[src/sv/cmsd_pkg.sv]
`timescale 1ns / 1ps
// Shared constants, types and handshake structs for the column mean / std-dev core.
package cmsd_pkg;

   localparam int MAX_ROWS    = 65536;
   localparam int MAX_COLUMNS = 4096;

   // field and accumulator widths
   localparam int SAMPLE_W = 24;
   localparam int SUM_W    = 40;
   localparam int SQ_W     = 63;
   localparam int CNT_W    = 17;
   localparam int COL_W    = 12;
   localparam int MEAN_W   = 24;
   localparam int STD_W    = 25;
   localparam int PROD_W   = 2 * SAMPLE_W;

   // end-of-column datapath widths
   localparam int ALU_W    = 82;  // signed n*sumsq - sum^2 fits with margin
   localparam int NUM_W    = 80;  // dividend shift register
   localparam int MNUM_W   = SUM_W + 1;
   localparam int REM_W    = 33;
   localparam int DSOR_W   = 32;
   localparam int QUO_W    = 48;
   localparam int ROOT_W   = 25;
   localparam int STEP_W   = 7;

   localparam logic [CNT_W-1:0]  ROW_LIMIT = CNT_W'(MAX_ROWS);
   localparam logic [COL_W-1:0]  COL_LAST  = COL_W'(MAX_COLUMNS - 1);
   localparam logic [STD_W-1:0]  STD_ONE   = STD_W'(4096);

   // iteration counts, loaded as count-1
   localparam logic [STEP_W-1:0] MDIV_LAST = STEP_W'(MNUM_W - 1);
   localparam logic [STEP_W-1:0] MULA_LAST = STEP_W'(CNT_W - 1);
   localparam logic [STEP_W-1:0] MULB_LAST = STEP_W'(SUM_W - 1);
   localparam logic [STEP_W-1:0] QDIV_LAST = STEP_W'(NUM_W - 1);
   localparam logic [STEP_W-1:0] SQRT_LAST = STEP_W'(QUO_W / 2 - 1);

   typedef struct packed {
      logic signed [SUM_W-1:0] sum;
      logic [SQ_W-1:0]         sumsq;
      logic [CNT_W-1:0]        n;
      logic                    ovf;
   } col_stats_type;

   typedef struct packed {
      logic take;
      logic accum;
      logic clear;
   } acc_ctrl_type;

   typedef struct packed {
      logic start;
      logic ack;
   } seq_ctrl_type;

   typedef struct packed {
      logic busy;
      logic done;
   } seq_stat_type;

   typedef struct packed {
      logic [MEAN_W-1:0] mean;
      logic [STD_W-1:0]  std;
      logic              ovf;
   } col_result_type;

   typedef struct packed {
      logic [ALU_W-1:0] a;
      logic [ALU_W-1:0] b;
      logic             sub;
   } alu_req_type;

endpackage

[src/sv/cmsd_alu.sv]
`timescale 1ns / 1ps
// Shared wide add/subtract unit used by the end-of-column sequencer's arithmetic steps.
module cmsd_alu import cmsd_pkg::*; (
   input  alu_req_type      req,
   output logic [ALU_W-1:0] res,
   output logic             cout
);

   logic [ALU_W:0] full;

   // for subtract, cout high means a >= b (unsigned)
   always_comb begin
      full = {1'b0, req.a} + {1'b0, (req.sub ? ~req.b : req.b)} + {{ALU_W{1'b0}}, req.sub};
      res  = full[ALU_W-1:0];
      cout = full[ALU_W];
   end

endmodule

[src/sv/cmsd_accum.sv]
`timescale 1ns / 1ps
// Per-sample accumulation: running sum, sum of squares, row count, overflow flag.
module cmsd_accum import cmsd_pkg::*; (
   input  logic                       clock,
   input  logic                       reset,
   input  acc_ctrl_type               ctrl,
   input  logic signed [SAMPLE_W-1:0] sample,
   output col_stats_type              stats
);

   logic signed [SAMPLE_W-1:0] x_ff;
   logic [PROD_W-1:0]          sq_ff;
   logic signed [PROD_W-1:0]   sq_full;

   logic signed [SUM_W-1:0] sum_ff, sum_in;
   logic [SQ_W-1:0]         sumsq_ff, sumsq_in;
   logic [CNT_W-1:0]        cnt_ff, cnt_in;
   logic                    ovf_ff, ovf_in;

   assign sq_full = sample * sample;

   always_comb begin
      sum_in   = sum_ff;
      sumsq_in = sumsq_ff;
      cnt_in   = cnt_ff;
      ovf_in   = ovf_ff;
      if (ctrl.clear) begin
         sum_in   = '0;
         sumsq_in = '0;
         cnt_in   = '0;
         ovf_in   = 1'b0;
      end else if (ctrl.accum) begin
         // past the row limit the beat only marks overflow
         if (cnt_ff >= ROW_LIMIT) begin
            ovf_in = 1'b1;
         end else begin
            sum_in   = sum_ff + SUM_W'(x_ff);
            sumsq_in = sumsq_ff + SQ_W'(sq_ff);
            cnt_in   = cnt_ff + CNT_W'(1);
         end
      end
   end

   always_ff @(posedge clock) begin
      if (ctrl.take) begin
         x_ff  <= sample;
         sq_ff <= sq_full;
      end
   end

   always_ff @(posedge clock) begin
      if (reset) begin
         sum_ff   <= '0;
         sumsq_ff <= '0;
         cnt_ff   <= '0;
         ovf_ff   <= 1'b0;
      end else begin
         sum_ff   <= sum_in;
         sumsq_ff <= sumsq_in;
         cnt_ff   <= cnt_in;
         ovf_ff   <= ovf_in;
      end
   end

   assign stats.sum   = sum_ff;
   assign stats.sumsq = sumsq_ff;
   assign stats.n     = cnt_ff;
   assign stats.ovf   = ovf_ff;

endmodule

[src/sv/cmsd_seq.sv]
`timescale 1ns / 1ps
// End-of-column sequencer: mean divide, n*sumsq - sum^2, variance divide, root.
module cmsd_seq import cmsd_pkg::*; (
   input  logic           clock,
   input  logic           reset,
   input  seq_ctrl_type   ctrl,
   input  col_stats_type  stats,
   output seq_stat_type   stat,
   output col_result_type result
);

   typedef enum logic [3:0] {
      S_IDLE, S_PREP, S_LOADM, S_MDIV, S_MULA, S_MULB,
      S_CHECK, S_QDIV, S_LOADR, S_SQRT, S_FIN, S_DONE
   } seq_state_type;

   seq_state_type st_ff;
   logic [STEP_W-1:0] cnt_ff;

   logic signed [SUM_W-1:0] sum_ff;
   logic [SQ_W-1:0]   sumsq_ff;
   logic [CNT_W-1:0]  n_ff;
   logic              ovf_ff;
   logic [SUM_W-1:0]  mag_ff;
   logic [DSOR_W-1:0] prod_ff;
   logic [DSOR_W-1:0] dsor_ff;
   logic [NUM_W-1:0]  num_ff;
   logic [REM_W-1:0]  rem_ff;
   logic [QUO_W-1:0]  quo_ff;
   logic [ALU_W-1:0]  d_ff;
   logic [ALU_W-1:0]  mc_ff;
   logic [SUM_W-1:0]  mp_ff;
   logic [ROOT_W-1:0] root_ff;
   logic [MEAN_W-1:0] mean_ff;
   logic [STD_W-1:0]  std_ff;

   alu_req_type       alu_req;
   logic [ALU_W-1:0]  alu_res;
   logic              alu_cout;

   logic [REM_W-1:0]    trial_div;
   logic [REM_W-1:0]    trial_sqrt;
   logic [ROOT_W+1:0]   root_trial;
   logic [2*CNT_W-1:0]  nn_full;
   logic [MEAN_W-1:0]   quo_lo;
   logic [MEAN_W-1:0]   mean_code;
   logic                d_pos;

   cmsd_alu u_alu (
      .req  (alu_req),
      .res  (alu_res),
      .cout (alu_cout)
   );

   assign trial_div  = {rem_ff[REM_W-2:0], num_ff[NUM_W-1]};
   assign trial_sqrt = {rem_ff[REM_W-3:0], num_ff[NUM_W-1 -: 2]};
   assign root_trial = {root_ff, 2'b01};
   assign nn_full    = (2*CNT_W)'(n_ff) * (2*CNT_W)'(n_ff - CNT_W'(1));
   assign quo_lo     = quo_ff[MEAN_W-1:0];
   assign d_pos      = !d_ff[ALU_W-1] && (|d_ff);

   always_comb begin
      if (n_ff == '0) begin
         mean_code = '0;
      end else if (sum_ff[SUM_W-1]) begin
         mean_code = ~quo_lo + MEAN_W'(1);
      end else begin
         mean_code = quo_lo;
      end
   end

   always_comb begin
      alu_req.a   = '0;
      alu_req.b   = '0;
      alu_req.sub = 1'b0;
      unique case (st_ff)
         S_PREP: begin  // 0 - sum
            alu_req.b   = ALU_W'(sum_ff);
            alu_req.sub = 1'b1;
         end
         S_LOADM: begin  // 2*|sum| + n, rounding numerator
            alu_req.a = ALU_W'({mag_ff, 1'b0});
            alu_req.b = ALU_W'(n_ff);
         end
         S_MDIV, S_QDIV: begin
            alu_req.a   = ALU_W'(trial_div);
            alu_req.b   = ALU_W'(dsor_ff);
            alu_req.sub = 1'b1;
         end
         S_MULA: begin
            alu_req.a = d_ff;
            alu_req.b = mc_ff;
         end
         S_MULB: begin
            alu_req.a   = d_ff;
            alu_req.b   = mc_ff;
            alu_req.sub = 1'b1;
         end
         S_SQRT: begin
            alu_req.a   = ALU_W'(trial_sqrt);
            alu_req.b   = ALU_W'(root_trial);
            alu_req.sub = 1'b1;
         end
         default: begin
            alu_req.sub = 1'b0;
         end
      endcase
   end

   always_ff @(posedge clock) begin
      if (reset) begin
         st_ff  <= S_IDLE;
         cnt_ff <= '0;
      end else begin
         unique case (st_ff)
            S_IDLE: begin
               if (ctrl.start) begin
                  sum_ff   <= stats.sum;
                  sumsq_ff <= stats.sumsq;
                  n_ff     <= stats.n;
                  ovf_ff   <= stats.ovf;
                  st_ff    <= S_PREP;
               end
            end
            S_PREP: begin
               mag_ff  <= sum_ff[SUM_W-1] ? alu_res[SUM_W-1:0] : sum_ff;
               prod_ff <= nn_full[DSOR_W-1:0];
               st_ff   <= S_LOADM;
            end
            S_LOADM: begin
               num_ff  <= {alu_res[MNUM_W-1:0], {(NUM_W-MNUM_W){1'b0}}};
               dsor_ff <= DSOR_W'({n_ff, 1'b0});
               rem_ff  <= '0;
               quo_ff  <= '0;
               cnt_ff  <= MDIV_LAST;
               st_ff   <= S_MDIV;
            end
            S_MDIV, S_QDIV: begin
               rem_ff <= alu_cout ? alu_res[REM_W-1:0] : trial_div;
               quo_ff <= {quo_ff[QUO_W-2:0], alu_cout};
               num_ff <= {num_ff[NUM_W-2:0], 1'b0};
               if (cnt_ff == '0) begin
                  if (st_ff == S_MDIV) begin
                     d_ff   <= '0;
                     mc_ff  <= ALU_W'(sumsq_ff);
                     mp_ff  <= SUM_W'(n_ff);
                     cnt_ff <= MULA_LAST;
                     st_ff  <= S_MULA;
                  end else begin
                     st_ff <= S_LOADR;
                  end
               end else begin
                  cnt_ff <= cnt_ff - STEP_W'(1);
               end
            end
            S_MULA, S_MULB: begin
               // shift-add: n*sumsq first, then subtract |sum|*|sum|
               if (mp_ff[0]) begin
                  d_ff <= alu_res;
               end
               if (cnt_ff == '0) begin
                  if (st_ff == S_MULA) begin
                     mc_ff  <= ALU_W'(mag_ff);
                     mp_ff  <= mag_ff;
                     cnt_ff <= MULB_LAST;
                     st_ff  <= S_MULB;
                  end else begin
                     st_ff <= S_CHECK;
                  end
               end else begin
                  cnt_ff <= cnt_ff - STEP_W'(1);
                  mc_ff  <= {mc_ff[ALU_W-2:0], 1'b0};
                  mp_ff  <= {1'b0, mp_ff[SUM_W-1:1]};
               end
            end
            S_CHECK: begin
               mean_ff <= mean_code;
               if ((n_ff > CNT_W'(1)) && d_pos) begin
                  num_ff  <= d_ff[NUM_W-1:0];
                  rem_ff  <= '0;
                  quo_ff  <= '0;
                  dsor_ff <= prod_ff;
                  cnt_ff  <= QDIV_LAST;
                  st_ff   <= S_QDIV;
               end else begin
                  std_ff <= STD_ONE;
                  st_ff  <= S_DONE;
               end
            end
            S_LOADR: begin
               num_ff  <= {quo_ff, {(NUM_W-QUO_W){1'b0}}};
               rem_ff  <= '0;
               root_ff <= '0;
               cnt_ff  <= SQRT_LAST;
               st_ff   <= S_SQRT;
            end
            S_SQRT: begin
               // two radicand bits per step
               rem_ff  <= alu_cout ? alu_res[REM_W-1:0] : trial_sqrt;
               root_ff <= {root_ff[ROOT_W-2:0], alu_cout};
               num_ff  <= {num_ff[NUM_W-3:0], 2'b00};
               cnt_ff  <= cnt_ff - STEP_W'(1);
               if (cnt_ff == '0) begin
                  st_ff <= S_FIN;
               end
            end
            S_FIN: begin
               std_ff <= root_ff;
               st_ff  <= S_DONE;
            end
            S_DONE: begin
               if (ctrl.ack) begin
                  st_ff <= S_IDLE;
               end
            end
            default: begin
               st_ff <= S_IDLE;
            end
         endcase
      end
   end

   assign stat.busy     = (st_ff != S_IDLE);
   assign stat.done     = (st_ff == S_DONE);
   assign result.mean   = mean_ff;
   assign result.std    = std_ff;
   assign result.ovf    = ovf_ff;

   a_start_idle: assert property (@(posedge clock) disable iff (reset)
      ctrl.start |-> (st_ff == S_IDLE))
      else $error("start while sequencer busy");

   a_qdiv_rem: assert property (@(posedge clock) disable iff (reset)
      (st_ff == S_QDIV) |-> (!rem_ff[REM_W-1] && (rem_ff[DSOR_W-1:0] < dsor_ff)))
      else $error("variance divide remainder out of range");

   a_sqrt_rem: assert property (@(posedge clock) disable iff (reset)
      (st_ff == S_SQRT) |-> (rem_ff[REM_W-1:ROOT_W+1] == '0))
      else $error("root remainder out of range");

endmodule

[src/sv/column_mean_and_std_dev_core.sv]
`timescale 1ns / 1ps
// Top level: sample handshake, accumulator, end-of-column sequencer, result register.
//
//   channel  dir  ports                                         beat taken when
//   req      in   req_sample_value, req_last_in_column          req_valid && !req_stall
//   rsp      out  rsp_column_index, rsp_column_mean,            rsp_valid && !rsp_stall
//                 rsp_column_std_dev, rsp_row_overflow
//
// A sample beat is captured and squared, then accumulated.
// A last beat then runs the end-of-column steps in the shared add/sub unit: 41 mean-divide
// steps, 17 + 40 shift-add steps, 80 variance-divide steps, 24 root steps, plus setup.
// Synchronous reset clears the accumulator's sums and counts, the column counter and the handshakes.
// A held result does not block new samples; only the next column's finish waits on it.
module column_mean_and_std_dev_core import cmsd_pkg::*; (
   input  logic                       clock,
   input  logic                       reset,
   input  logic                       req_valid,
   output logic                       req_stall,
   input  logic signed [SAMPLE_W-1:0] req_sample_value,
   input  logic                       req_last_in_column,
   output logic                       rsp_valid,
   input  logic                       rsp_stall,
   output logic [COL_W-1:0]           rsp_column_index,
   output logic signed [MEAN_W-1:0]   rsp_column_mean,
   output logic [STD_W-1:0]           rsp_column_std_dev,
   output logic                       rsp_row_overflow
);

   typedef enum logic [1:0] {T_IDLE, T_ACC, T_START, T_CALC} top_state_type;

   top_state_type   state_ff;
   logic            last_ff;
   logic [COL_W-1:0] col_ff;
   logic            rsp_valid_ff;
   logic [COL_W-1:0] rsp_index_ff;
   logic [MEAN_W-1:0] rsp_mean_ff;
   logic [STD_W-1:0] rsp_std_ff;
   logic            rsp_ovf_ff;

   acc_ctrl_type    acc_ctrl;
   col_stats_type   stats;
   seq_ctrl_type    seq_ctrl;
   seq_stat_type    seq_stat;
   col_result_type  result;

   logic            accept;
   logic            out_load;

   assign req_stall = (state_ff != T_IDLE);
   assign accept    = req_valid && !req_stall;
   assign out_load  = (state_ff == T_CALC) && seq_stat.done && (!rsp_valid_ff || !rsp_stall);

   assign acc_ctrl.take  = accept;
   assign acc_ctrl.accum = (state_ff == T_ACC);
   assign acc_ctrl.clear = (state_ff == T_START);
   assign seq_ctrl.start = (state_ff == T_START);
   assign seq_ctrl.ack   = out_load;

   cmsd_accum u_accum (
      .clock  (clock),
      .reset  (reset),
      .ctrl   (acc_ctrl),
      .sample (req_sample_value),
      .stats  (stats)
   );

   cmsd_seq u_seq (
      .clock  (clock),
      .reset  (reset),
      .ctrl   (seq_ctrl),
      .stats  (stats),
      .stat   (seq_stat),
      .result (result)
   );

   always_ff @(posedge clock) begin
      if (reset) begin
         state_ff     <= T_IDLE;
         col_ff       <= '0;
         rsp_valid_ff <= 1'b0;
      end else begin
         unique case (state_ff)
            T_IDLE: begin
               if (accept) begin
                  last_ff  <= req_last_in_column;
                  state_ff <= T_ACC;
               end
            end
            T_ACC: begin
               state_ff <= last_ff ? T_START : T_IDLE;
            end
            T_START: begin
               state_ff <= T_CALC;
            end
            T_CALC: begin
               if (out_load) begin
                  state_ff <= T_IDLE;
               end
            end
            default: begin
               state_ff <= T_IDLE;
            end
         endcase

         if (out_load) begin
            rsp_valid_ff <= 1'b1;
            rsp_index_ff <= col_ff;
            rsp_mean_ff  <= result.mean;
            rsp_std_ff   <= result.std;
            rsp_ovf_ff   <= result.ovf;
            col_ff       <= (col_ff == COL_LAST) ? '0 : col_ff + COL_W'(1);
         end else if (!rsp_stall) begin
            rsp_valid_ff <= 1'b0;
         end
      end
   end

   assign rsp_valid          = rsp_valid_ff;
   assign rsp_column_index   = rsp_index_ff;
   assign rsp_column_mean    = rsp_mean_ff;
   assign rsp_column_std_dev = rsp_std_ff;
   assign rsp_row_overflow   = rsp_ovf_ff;

   a_accept_stalls: assert property (@(posedge clock) disable iff (reset)
      accept |=> req_stall)
      else $error("sample beat taken while previous still in work");

   a_start_busy: assert property (@(posedge clock) disable iff (reset)
      (state_ff == T_START) |=> seq_stat.busy)
      else $error("sequencer did not start");

   a_load_index: assert property (@(posedge clock) disable iff (reset)
      out_load |=> (rsp_valid && (rsp_column_index == $past(col_ff))))
      else $error("result beat lost or wrong column index");

endmodule
[config.mk]
export PLATFORM = sky130hd
export DESIGN_NAME = column_mean_and_std_dev_core
export DESIGN_NICKNAME = d
export VERILOG_FILES = /design/src/sv/cmsd_pkg.sv /design/src/sv/cmsd_alu.sv /design/src/sv/cmsd_accum.sv /design/src/sv/cmsd_seq.sv /design/src/sv/column_mean_and_std_dev_core.sv
export SDC_FILE = /design/constraint.sdc
export NUM_CORES = 2
export LEC_CHECK = 0
export ABC_AREA = 0
export CORE_UTILIZATION = 25
export CTS_BUF_LIST = sky130_fd_sc_hd__clkbuf_2
export DETAILED_ROUTE_END_ITERATION = 16
export DONT_BUFFER_PORTS = 1
export PLACE_DENSITY = 0.45
export SLEW_MARGIN = 5
export SYNTH_ARGS = -nofsm -noshare
export SYNTH_HDL_FRONTEND = slang
export SYNTH_SLANG_ARGS = --single-unit
[constraint.sdc]
create_clock -name clock -period 14.7 [get_ports clock]
set_input_delay 1.47 -clock clock [delete_from_list [all_inputs] [get_ports clock]]
set_output_delay 1.47 -clock clock [all_outputs]
set_load 0.01 [all_outputs]
==> flow_summary.toml <==
[die]
row_count = 204
die_x_microns = 561
ios = 93
fp.dieH_microns = 561
coreArea_sq_mm = 0.310
floorplan.die_area_sq_mm = 0.315
start_util_pct = 25.2

[min_path]
min_path_type = "register to register"
min_from = "u_accum.sumsq_ff[49]"
min_path_cells = 0
whs_endpoint = "u_seq.sumsq_ff[49]"

[placement]
routabilityCongestion = 0.876
port_buffers = 0
hpwl_microns = 183000
dpl.cell_count = 11500
pre_cts_slack_ps = 5210
dpl_cell_area_sq_mm = 0.0827

[clock_tree]
clkTransAtPathRegs_ps = 90
htreeDepth = 5
clk-insertion-delay-late_ps = 1740
cts.sinks = 941
clock_path_buffers = 4
root_buffer = "clkbuf_2"
numCtsBuffers = 286
cts_tree = "built"
post-cts-setup-buffers = 0

[logic_synthesis]
ys_seq_elements = 941
synth_top_area_share_pct = 30.5
synth-seq-area-share_pct = 34.3
async_flop_share_pct = 0
synth_top_family_by_area = "adder cells"
synthCells = 7694
synth_area_leaders = "edfxtp_1 (31%), fa_1 (22%), ha_1 (6.4%)"
synth_simple_gate_area_share_pct = 13.3
synthAdderAreaFrac_pct = 28.1
ys.flop_type = "edfxtp_1"
synth.largest_area_cell = "edfxtp_1"
yosysWarnings = 0
synth_cell_types = 94
synth_area_sq_mm = 0.0781
syn-mean-instance-area_sq_um = 10.2
synth_mux_area_share_pct = 0.559
synth-xor-area-share_pct = 4.49
synth-compound-area-share_pct = 12.0
synth_edf_count = 794

[worst_setup_path]
crit_top_cell = "fa_1"
setup.worst_path.class = "register to register"
critPathMaxFanout = 22
r2r-end = "u_seq.prod_ff[31]"
max_stage_delay_ps = 830
ff2ff_setup_slack_ps = 5190
worstSetupEndpointType = "register"
crit_arrival_ps = 10790
required_ps = 15980
r2r_start = "u_seq.n_ff[6]"
reg2reg_depth = 29
start_kind = "register"
cp_slowest_cell = "edfxtp_1"

[final_layout]
fin_cells = 12100
finalInstanceArea_sq_mm = 0.0854
drive_gt1_share_pct = 7.61
nFillCells = 32900
seq_area_sq_mm = 0.0268
finalNetCount = 9014
multi_input_area_sq_mm = 0.0460
area_growth_pct = 9.31

[status]
status = "finished, final reports clean"

[timing]
final-setup-viol-count = 0
post-route-period-util_pct = 64.7
rsz0062_at_grt = "false"
tightest_slew_ps = 1280
relSlewSlack_pct = 14.1
fmax_ghz = 0.105
fin_ws_ps = 5190
tns_ps = 0
final.setup_skew_ps = 243
layout_min_cycle_time_ps = 9510
hold_viol_final = 0
final_max_slew_viol_count = 0

[global_routing]
grt_first_pass_wirelength_microns = 370000
grt_max_degree = 147
grt_pass1_vias = 58900
antenna_found_initial = 17
grtUsageTotal_pct = 15.4
overflow = 0

[routing]
vias_per_cell = 4.67
wl_per_cell_microns = 20.2
ant_nets = 0
firstDrtPassIters = 13
drcViolationCount = 0
detailedRoute.firstIterationViolations = 4515
wl_microns = 243000
vias = 56300

[run]
drv_cap = 0
==> layout by cell type (no fill, tap or decap), types with 31 or more instances in the layout <==
cell type / netlist / layout
a21o_1: 154 / 154
a21oi_1: 453 / 450
a222oi_1: 83 / 83
a22oi_1: 112 / 112
a31oi_1: 74 / 74
and2_1: 250 / 249
and3_1: 95 / 94
buf_4: 3 / 72
clkbuf_2: 0 / 408
clkinv_1: 1 / 49
conb_1: 2 / 35
dfxtp_1: 147 / 146
edfxtp_1: 794 / 794
fa_1: 848 / 848
ha_1: 398 / 398
inv_1: 1119 / 1118
nand2_1: 797 / 797
nand2b_1: 178 / 176
nand3_1: 65 / 65
nand4_1: 49 / 49
nor2_1: 389 / 376
nor2b_1: 153 / 151
nor3_1: 56 / 53
nor4_1: 33 / 31
o21a_1: 36 / 36
o21ai_0: 207 / 207
o21bai_1: 35 / 35
or3_1: 38 / 37
xnor2_1: 282 / 282
xor2_1: 118 / 118
==> timing repair <==
| action | CTS | global route |
|---|---|---|
| endpoints found under the setup margin | 0 | 0 |
| hold buffers | 30 | 0 |
| endpoints found under the hold margin | 125 | 0 |
| gates resized for setup | 0 | 0 |
==> sequential cells by signal (all words and copies together) (netlist names), 24 cells and up, named ones only <==
signal and flops:
u_seq.root_ff 25, u_seq.d_ff 82, u_seq.rem_ff 32, u_seq.prod_ff 31, u_accum.sumsq_ff 63, u_seq.sum_ff 40, u_seq.num_ff 80, u_accum.sum_ff 40
rsp_column_mean 24, u_seq.mag_ff 40, u_seq.mp_ff 40, rsp_column_std_dev 25, u_seq.mc_ff 82, u_seq.mean_ff 24, u_seq.sumsq_ff 63, u_seq.dsor_ff 31
u_seq.quo_ff 48, u_accum.sq_ff 47, u_seq.std_ff 25
==> worst max-delay path by stage <==
| stage | startpoint | end | slack (ps) | cells after the start |
|---|---|---|---|---|
| global placement | u_seq.n_ff[6] | u_seq.prod_ff[31] | 5210 | 29 |
| CTS | u_seq.n_ff[6] | u_seq.prod_ff[31] | 5210 | 29 |
| floorplan | reset | u_seq.n_ff[0] | 640 | 2 |
| finish | u_seq.n_ff[6] | u_seq.prod_ff[31] | 5190 | 29 |
| global route | u_seq.n_ff[6] | u_seq.prod_ff[31] | 4710 | 29 |
| detailed placement | u_seq.n_ff[6] | u_seq.prod_ff[31] | 5210 | 29 |
==> per-stage QoR <==
| stage | hold WS, ps | util (%) |
|---|---|---|
| global route | 171 | 27.6 |
| CTS | 148 | 27.5 |
| floorplan | 400 | - |
| detailed placement | 405 | 26.7 |
| global placement | 403 | 26.7 |
| finish | 368 | 27.6 |
==> final cells by class <==
type / instances / area share, %
timing repair buffer: 105 / 1.07
clock inverter: 60 / 0.338
antenna: 13 / 0.0381
multi-input combinational: 5285 / 53.8
tap: 4120 / 6.04
inverter: 1120 / 4.92
clock buffer: 408 / 2.39
sequential: 941 / 31.4
==> metal layers <==
| metal | part of all wire [%] | global-route usage, % | vias up |
|---|---|---|---|
| met1 | 47 | 21.5 | 28400 |
| li1 | - | - | 26000 |
| met5 | 0.011 | 0 | - |
| met2 | 45 | 24.2 | 1611 |
| met3 | 5.6 | 2.53 | 346 |
| met4 | 2.6 | 4.44 | 4 |
==> kinds of logic after synthesis <==
logic type / after synthesis
DFF: 941
adders and majority gates: 1246
xor gates and xnor gates: 400
and+or+nand+nor: 2150
other: 2
buffers and inverters: 1501
muxes: 40
AOI/OAI and AO/OA: 1414
==> synthesized netlist by cell type, drive strengths merged, types with 19 or more instances <==
master  instances
a21oi         461
fa            848
and2          251
edfxtp        794
nand3          65
a21o          154
a221oi         19
nand2         797
nand4          49
dfxtp         147
clkbuf        341
a222oi         83
or3            38
nor2b         153
nand2b        178
o21bai         35
a31oi          78
a22oi         112
mux2           29
nor2          389
nor4           34
buf            40
nor3           56
a211oi         24
inv          1119
o21ai         224
xor2          118
a22o           26
o21a           36
ha            398
xnor2         282
o211ai         19
and3           95
a211o          24
o31ai          21
==> worst max-delay path: cells and delay by family, from the launching register on <==
kind / cells / cell delay [ps]
AO/OA/AOI/OAI: 9 / 2050
XOR/XNOR: 1 / 90
adder cells (fa/ha/maj): 8 / 4100
buffers and inverters: 5 / 240
flip-flops: 1 / 830
AND/OR/NAND/NOR: 6 / 1940
Power is not shown: default switching activity piles up to over one toggle a cycle in this logic, so the estimate is an artifact.
